===== src/design/tafa_pkg.sv =====
// ----------------------------------------------------------------------------
// tafa_pkg
// Shared types and constants of the attractive force accumulator: the
// queue entry passed from the front end to the back end and field widths.
// ----------------------------------------------------------------------------
package tafa_pkg;

  // field widths
  localparam int COORD_W = 32;
  localparam int AFF_W   = 32;
  localparam int MAG_W   = 32;
  localparam int FORCE_W = 64;
  localparam int SQ_W    = 2 * MAG_W;
  localparam int PROD_W  = AFF_W + MAG_W;
  localparam int FRAC_DROP = 16;

  // packed stream widths
  localparam int IN_DATA_W  = 4 * COORD_W + AFF_W;
  localparam int OUT_DATA_W = 2 * FORCE_W;

  // queue between front end and back end
  localparam int QUEUE_DEPTH = 4;
  localparam int QPTR_W      = $clog2(QUEUE_DEPTH);
  localparam int QCNT_W      = $clog2(QUEUE_DEPTH + 1);

  // one classified edge word
  typedef struct packed {
    logic [AFF_W-1:0] affinity;
    logic [MAG_W-1:0] mag_x;
    logic [MAG_W-1:0] mag_y;
    logic             neg_x;
    logic             neg_y;
    logic             edge_valid;
    logic             row_last;
  } entry_t;

  // queue handshake between stages
  typedef struct packed {
    logic push;
    logic pop;
  } q_ctrl_t;

  typedef struct packed {
    logic full;
    logic empty;
  } q_stat_t;

endpackage


===== src/design/tsne_attractive_force_accumulator.sv =====
// Per edge word the back end runs pop, two squares, denominator, 32 divider
// steps at one quotient bit per cycle (skipped, q zero, if the denominator
// overflows), two products and accumulate, popping no new word until done.
// A row close loads the output word in an emit state once the output is free;
// valid shows in the cycle after. The input side fills a 4-word queue while it
// has room. Reset (rst, synchronous) empties queue and output, zeroes force.
// ----------------------------------------------------------------------------
// tsne_attractive_force_accumulator
// Accumulates the t-SNE attractive force of each row of a sparse affinity
// matrix in saturating signed Q31.32 and emits it when the row closes.
// ----------------------------------------------------------------------------
module tsne_attractive_force_accumulator (
  input  logic                            clk,
  input  logic                            rst,
  input  logic                            s_axis_tvalid,
  output logic                            s_axis_tready,
  // row_x, row_y, nbr_x, nbr_y, affinity
  input  logic [tafa_pkg::IN_DATA_W-1:0]  s_axis_tdata,
  // edge_valid
  input  logic                            s_axis_tuser,
  input  logic                            s_axis_tlast,
  output logic                            m_axis_tvalid,
  input  logic                            m_axis_tready,
  // force_x, force_y
  output logic [tafa_pkg::OUT_DATA_W-1:0] m_axis_tdata,
  // saturated
  output logic                            m_axis_tuser
);
  import tafa_pkg::*;

  q_ctrl_t            q_ctrl;
  q_stat_t            q_stat;
  entry_t             push_data;
  entry_t             pop_data;
  logic               push;
  logic               pop;
  logic [FORCE_W-1:0] force_x;
  logic [FORCE_W-1:0] force_y;

  assign q_ctrl.push = push;
  assign q_ctrl.pop  = pop;

  // front end: classify and form distances
  tafa_front u_front (
    .row_x      (s_axis_tdata[COORD_W-1:0]),
    .row_y      (s_axis_tdata[2*COORD_W-1:COORD_W]),
    .nbr_x      (s_axis_tdata[3*COORD_W-1:2*COORD_W]),
    .nbr_y      (s_axis_tdata[4*COORD_W-1:3*COORD_W]),
    .affinity   (s_axis_tdata[4*COORD_W+AFF_W-1:4*COORD_W]),
    .edge_valid (s_axis_tuser),
    .row_last   (s_axis_tlast),
    .in_valid   (s_axis_tvalid),
    .in_ready   (s_axis_tready),
    .q_stat     (q_stat),
    .push       (push),
    .push_data  (push_data)
  );

  // decoupling queue
  tafa_queue u_queue (
    .clk       (clk),
    .rst       (rst),
    .q_ctrl    (q_ctrl),
    .push_data (push_data),
    .pop_data  (pop_data),
    .q_stat    (q_stat)
  );

  // back end: divide, scale, accumulate
  tafa_back u_back (
    .clk         (clk),
    .rst         (rst),
    .q_stat      (q_stat),
    .pop_data    (pop_data),
    .pop         (pop),
    .out_valid   (m_axis_tvalid),
    .out_ready   (m_axis_tready),
    .out_force_x (force_x),
    .out_force_y (force_y),
    .out_sat     (m_axis_tuser)
  );

  assign m_axis_tdata = {force_y, force_x};

endmodule


===== src/design/tafa_front.sv =====
// ----------------------------------------------------------------------------
// tafa_front
// Input side: accepts edge words, forms the per-axis distance magnitude and
// sign, and drops words that neither carry an edge nor close a row.
// ----------------------------------------------------------------------------
module tafa_front (
  input  logic [tafa_pkg::COORD_W-1:0] row_x,
  input  logic [tafa_pkg::COORD_W-1:0] row_y,
  input  logic [tafa_pkg::COORD_W-1:0] nbr_x,
  input  logic [tafa_pkg::COORD_W-1:0] nbr_y,
  input  logic [tafa_pkg::AFF_W-1:0]   affinity,
  input  logic                         edge_valid,
  input  logic                         row_last,
  input  logic                         in_valid,
  output logic                         in_ready,
  input  tafa_pkg::q_stat_t            q_stat,
  output logic                         push,
  output tafa_pkg::entry_t             push_data
);
  import tafa_pkg::*;

  logic [COORD_W:0] diff_x;
  logic [COORD_W:0] diff_y;
  logic [MAG_W-1:0] abs_x;
  logic [MAG_W-1:0] abs_y;

  // exact signed difference, one extra bit
  assign diff_x = {row_x[COORD_W-1], row_x} - {nbr_x[COORD_W-1], nbr_x};
  assign diff_y = {row_y[COORD_W-1], row_y} - {nbr_y[COORD_W-1], nbr_y};
  assign abs_x  = diff_x[COORD_W] ? MAG_W'(~diff_x + 1'b1) : diff_x[MAG_W-1:0];
  assign abs_y  = diff_y[COORD_W] ? MAG_W'(~diff_y + 1'b1) : diff_y[MAG_W-1:0];

  // accept whenever the queue has room
  assign in_ready = !q_stat.full;

  // only edges and row closes go to the back end
  assign push = in_valid && in_ready && (edge_valid || row_last);

  always_comb begin
    push_data.affinity   = affinity;
    push_data.mag_x      = abs_x;
    push_data.mag_y      = abs_y;
    push_data.neg_x      = diff_x[COORD_W];
    push_data.neg_y      = diff_y[COORD_W];
    push_data.edge_valid = edge_valid;
    push_data.row_last   = row_last;
  end

endmodule


===== src/design/tafa_queue.sv =====
// ----------------------------------------------------------------------------
// tafa_queue
// Short first-in first-out queue of classified words between the front end
// and the back end.
// ----------------------------------------------------------------------------
module tafa_queue (
  input  logic              clk,
  input  logic              rst,
  input  tafa_pkg::q_ctrl_t q_ctrl,
  input  tafa_pkg::entry_t  push_data,
  output tafa_pkg::entry_t  pop_data,
  output tafa_pkg::q_stat_t q_stat
);
  import tafa_pkg::*;

  entry_t            slots [QUEUE_DEPTH];
  logic [QPTR_W-1:0] wr_ptr;
  logic [QPTR_W-1:0] rd_ptr;
  logic [QCNT_W-1:0] count;
  logic              do_push;
  logic              do_pop;

  assign q_stat.full  = (count == QCNT_W'(QUEUE_DEPTH));
  assign q_stat.empty = (count == '0);
  assign do_push      = q_ctrl.push && !q_stat.full;
  assign do_pop       = q_ctrl.pop && !q_stat.empty;
  assign pop_data     = slots[rd_ptr];

  // storage
  always_ff @(posedge clk) begin
    if (do_push) begin
      slots[wr_ptr] <= push_data;
    end
  end

  // pointers and fill count
  always_ff @(posedge clk) begin
    if (rst) begin
      wr_ptr <= '0;
      rd_ptr <= '0;
      count  <= '0;
    end else begin
      if (do_push) begin
        wr_ptr <= (wr_ptr == QPTR_W'(QUEUE_DEPTH - 1)) ? '0 : wr_ptr + 1'b1;
      end
      if (do_pop) begin
        rd_ptr <= (rd_ptr == QPTR_W'(QUEUE_DEPTH - 1)) ? '0 : rd_ptr + 1'b1;
      end
      case ({do_push, do_pop})
        2'b10:   count <= count + 1'b1;
        2'b01:   count <= count - 1'b1;
        default: count <= count;
      endcase
    end
  end

endmodule


===== src/design/tafa_back.sv =====
// ----------------------------------------------------------------------------
// tafa_back
// Execution side: forms q = p / (1 + d^2) with a bit-serial divider, scales
// the distance by q through one shared multiplier, accumulates with
// saturation and hands closed rows to the output register.
// ----------------------------------------------------------------------------
module tafa_back (
  input  logic                         clk,
  input  logic                         rst,
  input  tafa_pkg::q_stat_t            q_stat,
  input  tafa_pkg::entry_t             pop_data,
  output logic                         pop,
  output logic                         out_valid,
  input  logic                         out_ready,
  output logic [tafa_pkg::FORCE_W-1:0] out_force_x,
  output logic [tafa_pkg::FORCE_W-1:0] out_force_y,
  output logic                         out_sat
);
  import tafa_pkg::*;

  localparam int ST_W = 4;
  localparam logic [ST_W-1:0] ST_IDLE = 4'd0;
  localparam logic [ST_W-1:0] ST_SQX  = 4'd1;
  localparam logic [ST_W-1:0] ST_SQY  = 4'd2;
  localparam logic [ST_W-1:0] ST_DEN  = 4'd3;
  localparam logic [ST_W-1:0] ST_DIV  = 4'd4;
  localparam logic [ST_W-1:0] ST_MULX = 4'd5;
  localparam logic [ST_W-1:0] ST_MULY = 4'd6;
  localparam logic [ST_W-1:0] ST_ACC  = 4'd7;
  localparam logic [ST_W-1:0] ST_EMIT = 4'd8;

  localparam int DEN_W  = SQ_W + 2;
  localparam int CNT_W  = $clog2(AFF_W);
  localparam int TERM_W = PROD_W - FRAC_DROP;

  logic [ST_W-1:0]    state;
  entry_t             cur;
  logic [SQ_W-1:0]    sq_x;
  logic [SQ_W-1:0]    sq_y;
  logic [SQ_W-1:0]    den;
  logic [SQ_W-1:0]    rem;
  logic [AFF_W-1:0]   quo;
  logic [CNT_W-1:0]   cnt;
  logic [PROD_W-1:0]  prod_x;
  logic [PROD_W-1:0]  prod_y;
  logic [FORCE_W-1:0] acc_x;
  logic [FORCE_W-1:0] acc_y;
  logic               sat_flag;

  logic [MAG_W-1:0]   mul_a;
  logic [MAG_W-1:0]   mul_b;
  logic [SQ_W-1:0]    mul_p;
  logic [DEN_W-1:0]   den_sum;
  logic               den_big;
  logic [SQ_W:0]      rem_sh;
  logic               rem_ge;
  logic [SQ_W:0]      rem_sub;
  logic [FORCE_W-1:0] term_x;
  logic [FORCE_W-1:0] term_y;
  logic [FORCE_W:0]   sum_x;
  logic [FORCE_W:0]   sum_y;
  logic               ovf_x;
  logic               ovf_y;
  logic [FORCE_W-1:0] acc_x_next;
  logic [FORCE_W-1:0] acc_y_next;
  logic               out_free;

  assign pop      = (state == ST_IDLE) && !q_stat.empty;
  assign out_free = !out_valid || out_ready;

  // shared 32x32 multiplier operand select
  always_comb begin
    case (state)
      ST_SQX: begin
        mul_a = cur.mag_x;
        mul_b = cur.mag_x;
      end
      ST_SQY: begin
        mul_a = cur.mag_y;
        mul_b = cur.mag_y;
      end
      ST_MULX: begin
        mul_a = quo;
        mul_b = cur.mag_x;
      end
      default: begin
        mul_a = quo;
        mul_b = cur.mag_y;
      end
    endcase
  end
  assign mul_p = SQ_W'(mul_a) * SQ_W'(mul_b);

  // denominator 1 + dx^2 + dy^2 in Q32.32
  assign den_sum = {2'b00, sq_x} + {2'b00, sq_y} + (DEN_W'(1) << AFF_W);
  assign den_big = |den_sum[DEN_W-1:SQ_W];

  // one restoring division step
  assign rem_sh  = {rem, 1'b0};
  assign rem_ge  = (rem_sh >= {1'b0, den});
  assign rem_sub = rem_sh - {1'b0, den};

  // signed terms, truncated toward zero
  assign term_x = cur.neg_x ? (~FORCE_W'(prod_x[PROD_W-1:FRAC_DROP]) + 1'b1)
                            : FORCE_W'(prod_x[PROD_W-1:FRAC_DROP]);
  assign term_y = cur.neg_y ? (~FORCE_W'(prod_y[PROD_W-1:FRAC_DROP]) + 1'b1)
                            : FORCE_W'(prod_y[PROD_W-1:FRAC_DROP]);

  // saturating accumulate
  assign sum_x = {acc_x[FORCE_W-1], acc_x} + {term_x[FORCE_W-1], term_x};
  assign sum_y = {acc_y[FORCE_W-1], acc_y} + {term_y[FORCE_W-1], term_y};
  assign ovf_x = sum_x[FORCE_W] != sum_x[FORCE_W-1];
  assign ovf_y = sum_y[FORCE_W] != sum_y[FORCE_W-1];

  always_comb begin
    if (ovf_x) begin
      acc_x_next = sum_x[FORCE_W] ? {1'b1, {(FORCE_W-1){1'b0}}}
                                  : {1'b0, {(FORCE_W-1){1'b1}}};
    end else begin
      acc_x_next = sum_x[FORCE_W-1:0];
    end
    if (ovf_y) begin
      acc_y_next = sum_y[FORCE_W] ? {1'b1, {(FORCE_W-1){1'b0}}}
                                  : {1'b0, {(FORCE_W-1){1'b1}}};
    end else begin
      acc_y_next = sum_y[FORCE_W-1:0];
    end
  end

  // datapath registers
  always_ff @(posedge clk) begin
    case (state)
      ST_IDLE: begin
        if (pop) begin
          cur <= pop_data;
        end
      end
      ST_SQX: sq_x <= mul_p;
      ST_SQY: sq_y <= mul_p;
      ST_DEN: begin
        den <= den_sum[SQ_W-1:0];
        rem <= SQ_W'(cur.affinity);
        quo <= '0;
        cnt <= '0;
      end
      ST_DIV: begin
        rem <= rem_ge ? rem_sub[SQ_W-1:0] : rem_sh[SQ_W-1:0];
        quo <= {quo[AFF_W-2:0], rem_ge};
        cnt <= cnt + 1'b1;
      end
      ST_MULX: prod_x <= mul_p;
      ST_MULY: prod_y <= mul_p;
      default: begin
      end
    endcase
  end

  // sequencer, accumulators and output word
  always_ff @(posedge clk) begin
    if (rst) begin
      state     <= ST_IDLE;
      acc_x     <= '0;
      acc_y     <= '0;
      sat_flag  <= 1'b0;
      out_valid <= 1'b0;
    end else begin
      // output word valid: set on a row close, cleared when taken
      if ((state == ST_EMIT) && out_free) begin
        out_valid <= 1'b1;
      end else if (out_valid && out_ready) begin
        out_valid <= 1'b0;
      end
      case (state)
        ST_IDLE: begin
          if (pop) begin
            state <= pop_data.edge_valid ? ST_SQX : ST_EMIT;
          end
        end
        ST_SQX: state <= ST_SQY;
        ST_SQY: state <= ST_DEN;
        ST_DEN: state <= den_big ? ST_MULX : ST_DIV;
        ST_DIV: begin
          if (cnt == CNT_W'(AFF_W - 1)) begin
            state <= ST_MULX;
          end
        end
        ST_MULX: state <= ST_MULY;
        ST_MULY: state <= ST_ACC;
        ST_ACC: begin
          acc_x    <= acc_x_next;
          acc_y    <= acc_y_next;
          sat_flag <= sat_flag | ovf_x | ovf_y;
          state    <= cur.row_last ? ST_EMIT : ST_IDLE;
        end
        ST_EMIT: begin
          if (out_free) begin
            out_force_x <= acc_x;
            out_force_y <= acc_y;
            out_sat     <= sat_flag;
            acc_x       <= '0;
            acc_y       <= '0;
            sat_flag    <= 1'b0;
            state       <= ST_IDLE;
          end
        end
        default: state <= ST_IDLE;
      endcase
    end
  end

endmodule

===== config.mk =====
export PLATFORM = sky130hd
export DESIGN_NAME = tsne_attractive_force_accumulator
export DESIGN_NICKNAME = d
export VERILOG_FILES = /design/src/design/tafa_pkg.sv /design/src/design/tsne_attractive_force_accumulator.sv /design/src/design/tafa_front.sv /design/src/design/tafa_queue.sv /design/src/design/tafa_back.sv
export SDC_FILE = /design/constraint.sdc
export NUM_CORES = 2
export LEC_CHECK = 0
export BUFFER_PORTS_ARGS = -buffer_cell sky130_fd_sc_hd__clkbuf_2
export CAP_MARGIN = 25
export CORE_ASPECT_RATIO = 0.9
export CORE_MARGIN = 2
export CORE_UTILIZATION = 30
export DETAILED_ROUTE_END_ITERATION = 6
export PLACE_DENSITY = 0.41
export SKIP_CTS_REPAIR_TIMING = 1
export SYNTH_ARGS = -nofsm -noshare
export SYNTH_HDL_FRONTEND = slang
export SYNTH_SLANG_ARGS = --single-unit

===== constraint.sdc =====
create_clock -name clk -period 29.6 [get_ports clk]
set_clock_uncertainty 0.05 [all_clocks]
set_input_delay 1.48 -clock clk [delete_from_list [all_inputs] [get_ports clk]]
set_output_delay 1.48 -clock clk [all_outputs]
set_load 0.01 [all_outputs]

==> summary.md <==
| Metric | Value |
|---|---|
| Met2 Usage GRT | `30.79%` |
| CP most frequent cell | `fa_1` |
| Core Box Area | `320200 um2` |
| Initial antenna violation count | `29` |
| Post-synth net total | `11217` |
| Met3 usage | `3.668%` |
| First-pass GRT wire length | `496100 um` |
| Yosys reg bits | `1160` |
| GPL Wtd Cong | `0.9070` |
| Hold Path End | `u_back.out_force_y[42]` |
| Overall global routing resource usage | `20.35%` |
| Kind of critical path | `reg2reg` |
| Drt wl/cell | `23.86 um` |
| Mapped Cells | `9552` |
| DR pass1 iterations | `7` |
| Clock sink count | `1160` |
| Post-DP HPWL | `251100 um` |
| Buf/Inv on CP | `4` |
| Min cycle time layout | `12610 ps` |
| CTS buffer count | `141` |
| Post-route antenna net violation count | `0` |
| Die ar. | `326300 um2` |
| Clock root buffer | `clkbuf_16` |
| Average cell area after synthesis | `10.11 um2` |
| Hold depth | `0` |
| WP data arrival | `13080 ps` |
| Vias | `72242` |
| GR peak layer | `met2` |
| Max-cap viol count | `0` |
| Worst endpoint required time | `30070 ps` |
| FMAX | `0.07930 GHz` |
| Area growth syn-to-layout | `12.11%` |
| R2r startpoint | `u_back.state[0]` |
| Commonest non-fill, non-tap cell in the layout | `inv_1` |
| Seq/Total Area, Yosys | `34.60%` |
| Clock Path Buffers | `4` |
| Fraction of layout cells with a size suffix above 1 | `10.09%` |
| Total grt overflow | `0` |
| Worst skew pair latency | `830 ps` |
| Post-Route Setup TNS | `0 ps` |
| Area taken by multi-input logic gates | `57770 um2` |
| Vias in the first global route | `72795` |
| Port bufs | `296` |
| DRC violations left | `0` |
| Hold Path Origin | `u_back.acc_y[42]` |
| Fin. Hold Viols | `0` |
| Routed wire length | `336500 um` |
| Mapped cell area | `96530 um2` |
| CP Launch Type | `flop` |
| Worst-path maximum fanout | `49` |
| Largest net degree at the start of global routing | `81` |
| Post-layout util | `33.80%` |
| Die X | `601.9 um` |
| Avg Vias per Cell | `5.122` |
| Final Cycle Share | `42.60%` |
| Worst reg-to-reg setup slack | `16990 ps` |
| Fin. max-slew vios | `0` |
| Critical path's top delay family | `adder cells` |
| CTS clk-pin slew, worst paths | `60 ps` |
| DR iter-0 viols | `5550` |
| Site Rows | `197` |
| H-tree depth | `4` |
| Fillers | `32637` |
| Synth Flop Type | `edfxtp_1` |
| RSZ-0062 raised after global routing | `no` |
| Met1 usage | `29.35%` |
| Synth warnings | `0` |
| Starting Density | `30.15%` |
| Largest stage delay, worst path | `920 ps` |
| FF/Latch Area | `33410 um2` |
| Rel. slew slack | `24.42%` |
| Most frequent cells in the layout | `inv_1 (1116), nand2_1 (1035), edfxtp_1 (1017), nor2_1 (957), fa_1 (903)` |
| # IOs | `297` |
| Setup Viol. Count Final | `0` |
| Synth async-reset ratio | `0%` |
| Status | `finished clean` |
| Post-layout nets | `11374` |
| Die Ht | `542.1 um` |
| Slowest cell on crit path | `mux2i_4` |
| Worst Setup End Kind | `flop` |
| Worst R2R Path Depth | `28` |
| CTS tree | `yes` |
| Hold Path Class | `reg2reg` |
| Post-synth EDFFs | `1017` |
| Synth cell types | `95` |
| Reg2reg end | `u_back.sq_x[57]` |
| Slew @ Worst Pin | `1133 ps` |
## metrics by stage
step | instances | setup slack [ps] | instance area [um2] | hold slack, ps
5_1_grt | 14089 | 16320 | 108200 | 442.7
4_1_cts | 14084 | 16990 | 108100 | 420.2
3_3_place_gp | 13832 | 17370 | 103400 | 407.5
3_5_place_dp | 13840 | 17080 | 103500 | 410.8
6_report | 14103 | 16990 | 108200 | 420.8
2_1_floorplan | 9552 | 18420 | 96530 | 358.1
## registers in the layout, indices dropped and copies added, names as in the netlist, 5 cells and up, named ones only
register and flops:
u_back.acc_x 64, u_back.sq_x 64, u_back.out_force_y 64, u_back.rem 64, u_back.sq_y 64, u_back.den 64
u_back.acc_y 64, u_back.quo 32, u_back.cur 99, u_back.out_force_x 64, u_back.cnt 5, u_back.prod_y 48
u_back.prod_x 48, u_queue.slots 400
## layout make-up
cell class / instances / share of cell area, %
well taps: 4278 / 4.946
repair buffers: 472 / 2.658
multi-input cells: 6818 / 53.38
clock buffers: 167 / 3.446
diodes: 15 / 0.03468
inverters: 1116 / 3.871
flip-flops and latches: 1160 / 30.87
clock inverters: 77 / 0.7873
## cells in the mapped netlist (15+ instances only)
cell	number	area share, %
buf_1	31	0.12
and3_1	110	0.71
fa_1	903	19
a31o_2	16	0.15
o221ai_1	20	0.18
and2_1	50	0.32
nand2_1	1037	4.0
or4_1	22	0.17
o31ai_1	66	0.51
nor2_1	966	3.8
a41oi_1	16	0.15
o221a_2	15	0.17
nor2b_1	61	0.40
o21bai_1	62	0.48
or2_2	28	0.18
o21ai_0	421	2.2
xor2_1	138	1.3
dfxtp_1	143	3.0
nor4_1	26	0.17
nand4_1	77	0.50
a211oi_1	61	0.47
nand3_1	154	0.80
o41ai_1	20	0.18
mux2_2	33	0.38
xnor2_1	355	3.2
o41a_1	19	0.22
inv_1	1116	4.3
nor3_1	163	0.85
edfxtp_1	1017	32
o21a_1	64	0.50
mux2i_1	43	0.45
a21oi_1	456	2.4
and4_1	18	0.16
or3_1	52	0.34
a21o_1	239	1.9
o2111ai_1	16	0.15
a31oi_1	73	0.47
ha_1	596	7.7
mux4_2	100	2.3
nor3b_1	15	0.12
o211ai_1	45	0.35
clkbuf_1	414	1.6
nand2b_1	74	0.48
## kinds of logic (layout without fill, tap and decap cells)
logic type | count (synthesis) | in the layout | synth area share (%)
simple gates | 2885 | 2885 | 13.29
compound gates | 1765 | 1765 | 11.88
buf+inv | 1574 | 1832 | 6.144
fa+ha+maj | 1499 | 1499 | 26.45
flops | 1160 | 1160 | 34.60
xor+xnor | 493 | 493 | 4.473
mux | 176 | 176 | 3.164
other cells | 0 | 15 | 0
## metal layers
metal,up-vias,routed length (um)
met5,-,71
met4,10,11140
met3,420,23710
met2,2227,143600
met1,36519,158000
li1,33066,-
## worst max-delay path by stage
stage	start	to	slack [ps]	cells after the start
floorplan	u_back.state[1]	u_back.prod_x[63]	18420	33
global placement	u_back.state[0]	u_back.prod_x[57]	17370	28
detailed placement	u_back.state[0]	u_back.prod_x[57]	17080	28
CTS	u_back.state[0]	u_back.sq_x[57]	16990	28
global route	u_back.state[0]	u_back.prod_x[57]	16320	28
finish	u_back.state[0]	u_back.sq_x[57]	16990	28
Power is left out: the tool's default activity adds up to more than one toggle a clock period on the data nets, which glitch-free logic cannot reach.
